### config.mk
export PLATFORM = sky130hd
export DESIGN_NAME = rpu_ram
export DESIGN_NICKNAME = d
export VERILOG_FILES = /design/src/design/rpu_ram.sv
export SDC_FILE = /design/constraint.sdc
export NUM_CORES = 2
export LEC_CHECK = 0
export BUFFER_PORTS_ARGS = -buffer_cell sky130_fd_sc_hd__buf_4
export CAP_MARGIN = 40
export CORE_MARGIN = 2
export CORE_UTILIZATION = 60
export CTS_BUF_LIST = sky130_fd_sc_hd__clkbuf_8
export DETAILED_ROUTE_END_ITERATION = 7
export PLACE_DENSITY = 0.74
export SLEW_MARGIN = 30
export SYNTH_ARGS = -nofsm -noshare
export SYNTH_HDL_FRONTEND = slang
export SYNTH_SLANG_ARGS = --single-unit
### constraint.sdc
create_clock -name clock -period 6.5 [get_ports clock]
set_input_delay 1.3 -clock clock [delete_from_list [all_inputs] [get_ports clock]]
set_output_delay 1.3 -clock clock [all_outputs]
set_load 0.005 [all_outputs]
### src/design/rpu_ram.sv
// ----------------------------------------------------------------------------
// rpu_ram
// Generic single-port RAM with registered read data. The read data holds
// while the port is not enabled or is writing.
// ----------------------------------------------------------------------------
module rpu_ram #(
   parameter int WIDTH = 8,
   parameter int DEPTH = 256
) (
   input  logic                     clock,
   input  logic                     en,
   input  logic                     we,
   input  logic [$clog2(DEPTH)-1:0] addr,
   input  logic [WIDTH-1:0]         wdata,
   output logic [WIDTH-1:0]         rdata
);

   logic [WIDTH-1:0] mem [DEPTH];
   logic [WIDTH-1:0] rdata_ff;

   // write or registered read
   always_ff @(posedge clock) begin
      if (en) begin
         if (we) begin
            mem[addr] <= wdata;
         end else begin
            rdata_ff <= mem[addr];
         end
      end
   end

   assign rdata = rdata_ff;

endmodule

### Word level (Yosys, flattened, before mapping)

Memory sizes are Yosys's and may differ from the RTL's. A register that Yosys moved wholly into a read port is not among the register bits.
Index checks and enable logic that the tools add are counted.

* reductions and logical operators: 1
* multiplexer cells: 3
* bitwise operators: 1

Operator list (number)
* 1-bit 2-to-1 mux: 3
* 2-bit AND reduction: 1
* 1-bit inverter: 1

* input port bits: 19
* logic and storage cells: 6
* memory bits (writable): 2048
* flip-flop bits (word level): 0
* memories kept: 1
* output and inout port bits: 8

Memory list
* mem: words 256, width 8, read ports 1, clocked after memory_dff 1, wr ports 1, line 18 `logic [WIDTH-1:0] mem [DEPTH];`

### Logic depth before layout (Yosys ltp)

* depth in word-level cells: 3
* gate-level depth with buffers: 9

### Worst setup path after synthesis

OpenSTA, ideal clock, no wires.

* path kind: in2reg
* start point: input addr[0]
* end point: memory mem[117][0] (enable)
* buffers on the path: 5
* path slack: 2905 ps
* stages: 8
* data required time: 6130 ps
* data arrival time: 3225 ps
* cell sequence: buf_2 buf_6 buf_2 buf_2 nor3b_1 nand2_1 clkbuf_1 nor2_1

RTL lines
* start, declared: line 13 `input logic [$clog2(DEPTH)-1:0] addr,`
* end, declared: line 18

Straight into the memory's write port.

==> metrics.txt <==
Layout area overhead=11.3%; GR Overflow Total=0; Max Slew Vio Count=0; R2R setup slack=approximately 3800 ps; most frequent cells in the layout=edfxtp_1 (2056), mux4_2 (512), clkbuf_8 (342); skew final=63.8 ps; fraction of layout cells with a size suffix above 1=27.4%; Via-to-Cell Ratio=between 6 and 7; cell area after synthesis=between 70000 and 80000 sq um; routed len/inst=31.1 um; Final ANT Viol Nets=0; Switch Pwr=5.55 mW; Comb pwr share=~4.5%; Mapped Cells=between 3000 and 4000; Seq/Total Area, Yosys=approximately four fifths; core area=between 100000 and 150000 sq um; crit-path max cell delay=between 700 and 800 ps; H-tree depth=5; static leakage=~27 nW; postcts setup bufs=0; Startpoint Class=input pin; worst setup margin=around 2200 ps; FP Rows=roughly 130; crit path kind=input pin to flip-flop; FF-to-FF path depth=5; Max IR drop VDD=between 0.2 and 0.25 mV; pin count of the biggest net entering global routing=roughly 170; final setup fails=0; synthesis-stage register bit count=2056; Die ar.=~130000 sq um; Pint=approximately 20 mW; Nets=approximately 3800; max-cap violation count=0; clock sink total=around 2100; Die W=365 um; synth warn=0; relative slew slack=38.4%; Tot Pwr=between 20 and 30 mW; Worst Min Path Start=wdata[0]; Tcrit/Tclk final=65.8%; post-synthesis area per instance=between 20 and 25 sq um; top cell type by total area after synthesis=edfxtp_1; Buf/Inv on CP=3; Clock Path Buffers=4; die height=approximately 370 um; Yosys cell types=21; status=complete, no violations; 1st-iter DRT viols=~5500; GPL Wtd Cong=roughly 0.8; hold buffers post-CTS=0; Async S/R FF share, synth=0%; RSZ-0062 raised after global routing=false; clock power share=38.2%; Sequential Power Share=a little under three fifths; io pins=27; Initial Util=between 60% and 70%; worst hold path class=input pin to flip-flop; CTS tree=done; initial antenna violation count=8; drt first pass iters=6; Slew @ Worst Pin=912 ps; WL final=181000 um; pre-CTS WS=~1100 ps; vias=between 30000 and 40000; setup TNS=0 ps; time the worst path needs with I/O delays and setup=approximately 4300 ps; worst reg2reg endpoint=rdata[0]$_DFFE_PP_; CP required=7230 ps; Critical Path AT=around 5000 ps; cts repair resizes=0; Worst-Skew Late Latency=1010 ps; top-area cell type share of the netlist area=between 70 and 80%; gr usage total=between 20% and 30%; reg2reg start=mem[172][0]$_DFFE_PP_; first-pass GRT wire length=264000 um; root buffer cell=clkbuf_8; Cell Chain, Critical Path=buf_8, buf_12, buf_12, mux4_2, a22oi_1, a21oi_1, o41ai_2, nand4_1; WHS Endpoint=mem[66][0]$_DFFE_PP_; worst-path fanout max=just under 70; buffers added on ports=26; Worst path top cell family by delay=buffers and inverters; hpwl dp=about 100000 um; DRC viols=0; Num CTS Buffers=about 330; hold path depth=1; CP max stage cell=o41ai_2; Crit path top cell by count=buf_12; ys flop type=edfxtp_1; CP Capture Type=flip-flop; FMAX=0.234 GHz; final hold vios=0; Power Dens Cells=between 200 and 300 nW/um^2; vias in the first global route=between 30000 and 40000; number of flops mapped to enable cells by yosys=between 2000 and 2500; Mapped Nets=between 3000 and 4000; Synth area leaders=edfxtp_1 (79%), mux4_2 (15%), a22oi_1 (2.5%); clock slew at reported path FFs=roughly 60 ps; leading cell type in the layout, fill and taps excluded=edfxtp_1; Net Sw Frac=between 20% and 30%
==> kinds of logic after synthesis <==
kind of cell	Yosys count	share of synthesized area, %
and+or+nand+nor	317	1.61
buffers and inverters	225	1.28
DFF	2056	78.8
AOI/OAI and AO/OA	416	3.63
muxes	512	14.7
==> per-layer routing <==
layer | wire (um) | up-vias | track usage (%) | share of wire (%)
met5 | 73 | - | 0 | 0.040
met4 | 6480 | 10 | 10.2 | 3.6
met3 | 21500 | 426 | 7.46 | 12
met2 | 86300 | 2406 | 42.5 | 48
met1 | 66200 | 20200 | 38.6 | 37
li1 | - | 15600 | - | -
==> worst max path at each step <==
stage,startpoint,endpoint,slack (ps),cells after the start
2_1_floorplan,addr[0],mem[117][0]$_DFFE_PP_,2900,8
3_3_place_gp,addr[0],rdata[7]$_DFFE_PP_,510,8
3_5_place_dp,addr[0],rdata[5]$_DFFE_PP_,1130,8
4_1_cts,addr[0],rdata[5]$_DFFE_PP_,2210,8
5_1_grt,addr[0],rdata[5]$_DFFE_PP_,1980,8
6_report,addr[0],rdata[5]$_DFFE_PP_,2220,8
==> cells in the mapped netlist, types with 4 or more instances <==
master / instances
mux4_2: 512
nand2_1: 30
nand4_1: 8
buf_1: 21
nor2b_1: 7
edfxtp_1: 2056
clkbuf_1: 143
a21oi_1: 128
nand3_1: 4
buf_6: 9
buf_2: 41
nor2_1: 259
a22oi_1: 256
o41ai_1: 32
buf_4: 11
==> flip-flops by register name, indices dropped and copies added, names as in the netlist <==
register and flops:
mem 2048, rdata 8
==> worst reg2reg max path, cell delays in order (launching register included) <==
cell and delay, ps:
edfxtp_1 370, mux4_2 470, a22oi_1 270, a21oi_1 250
o41ai_2 900, nand4_1 160
==> power groups by stage <==
stage	registers [mW]	logic (mW)	clock network (mW)
detailed placement	14.9	1.14	0
global placement	14.9	1.09	0
global route	14.6	1.22	10.4
finish	14.6	1.15	9.76
floorplan	14.9	0.627	0
CTS	14.6	1.14	9.89
==> stage by stage <==
stage,cells,area (sq um),hold slack (ps),utilization (%)
finish,5803,87200,714,67.3
floorplan,3526,78400,896,-
global route,5799,87200,691,67.3
global placement,5144,80700,1060,62.2
detailed placement,5174,81000,1060,62.5
CTS,5734,86700,821,66.8
==> cell type report <==
cell class	count	area [sq um]
Sequential cell	2056	61700
Fill cell	7873	42400
Multi-Input combinational cell	1245	15800
Clock buffer	335	4610
Tap cell	1742	2180
Timing Repair Buffer	194	1870
Clock inverter	225	1050
Antenna cell	6	15.0
Note: power is estimated with default switching activity, not from simulation.
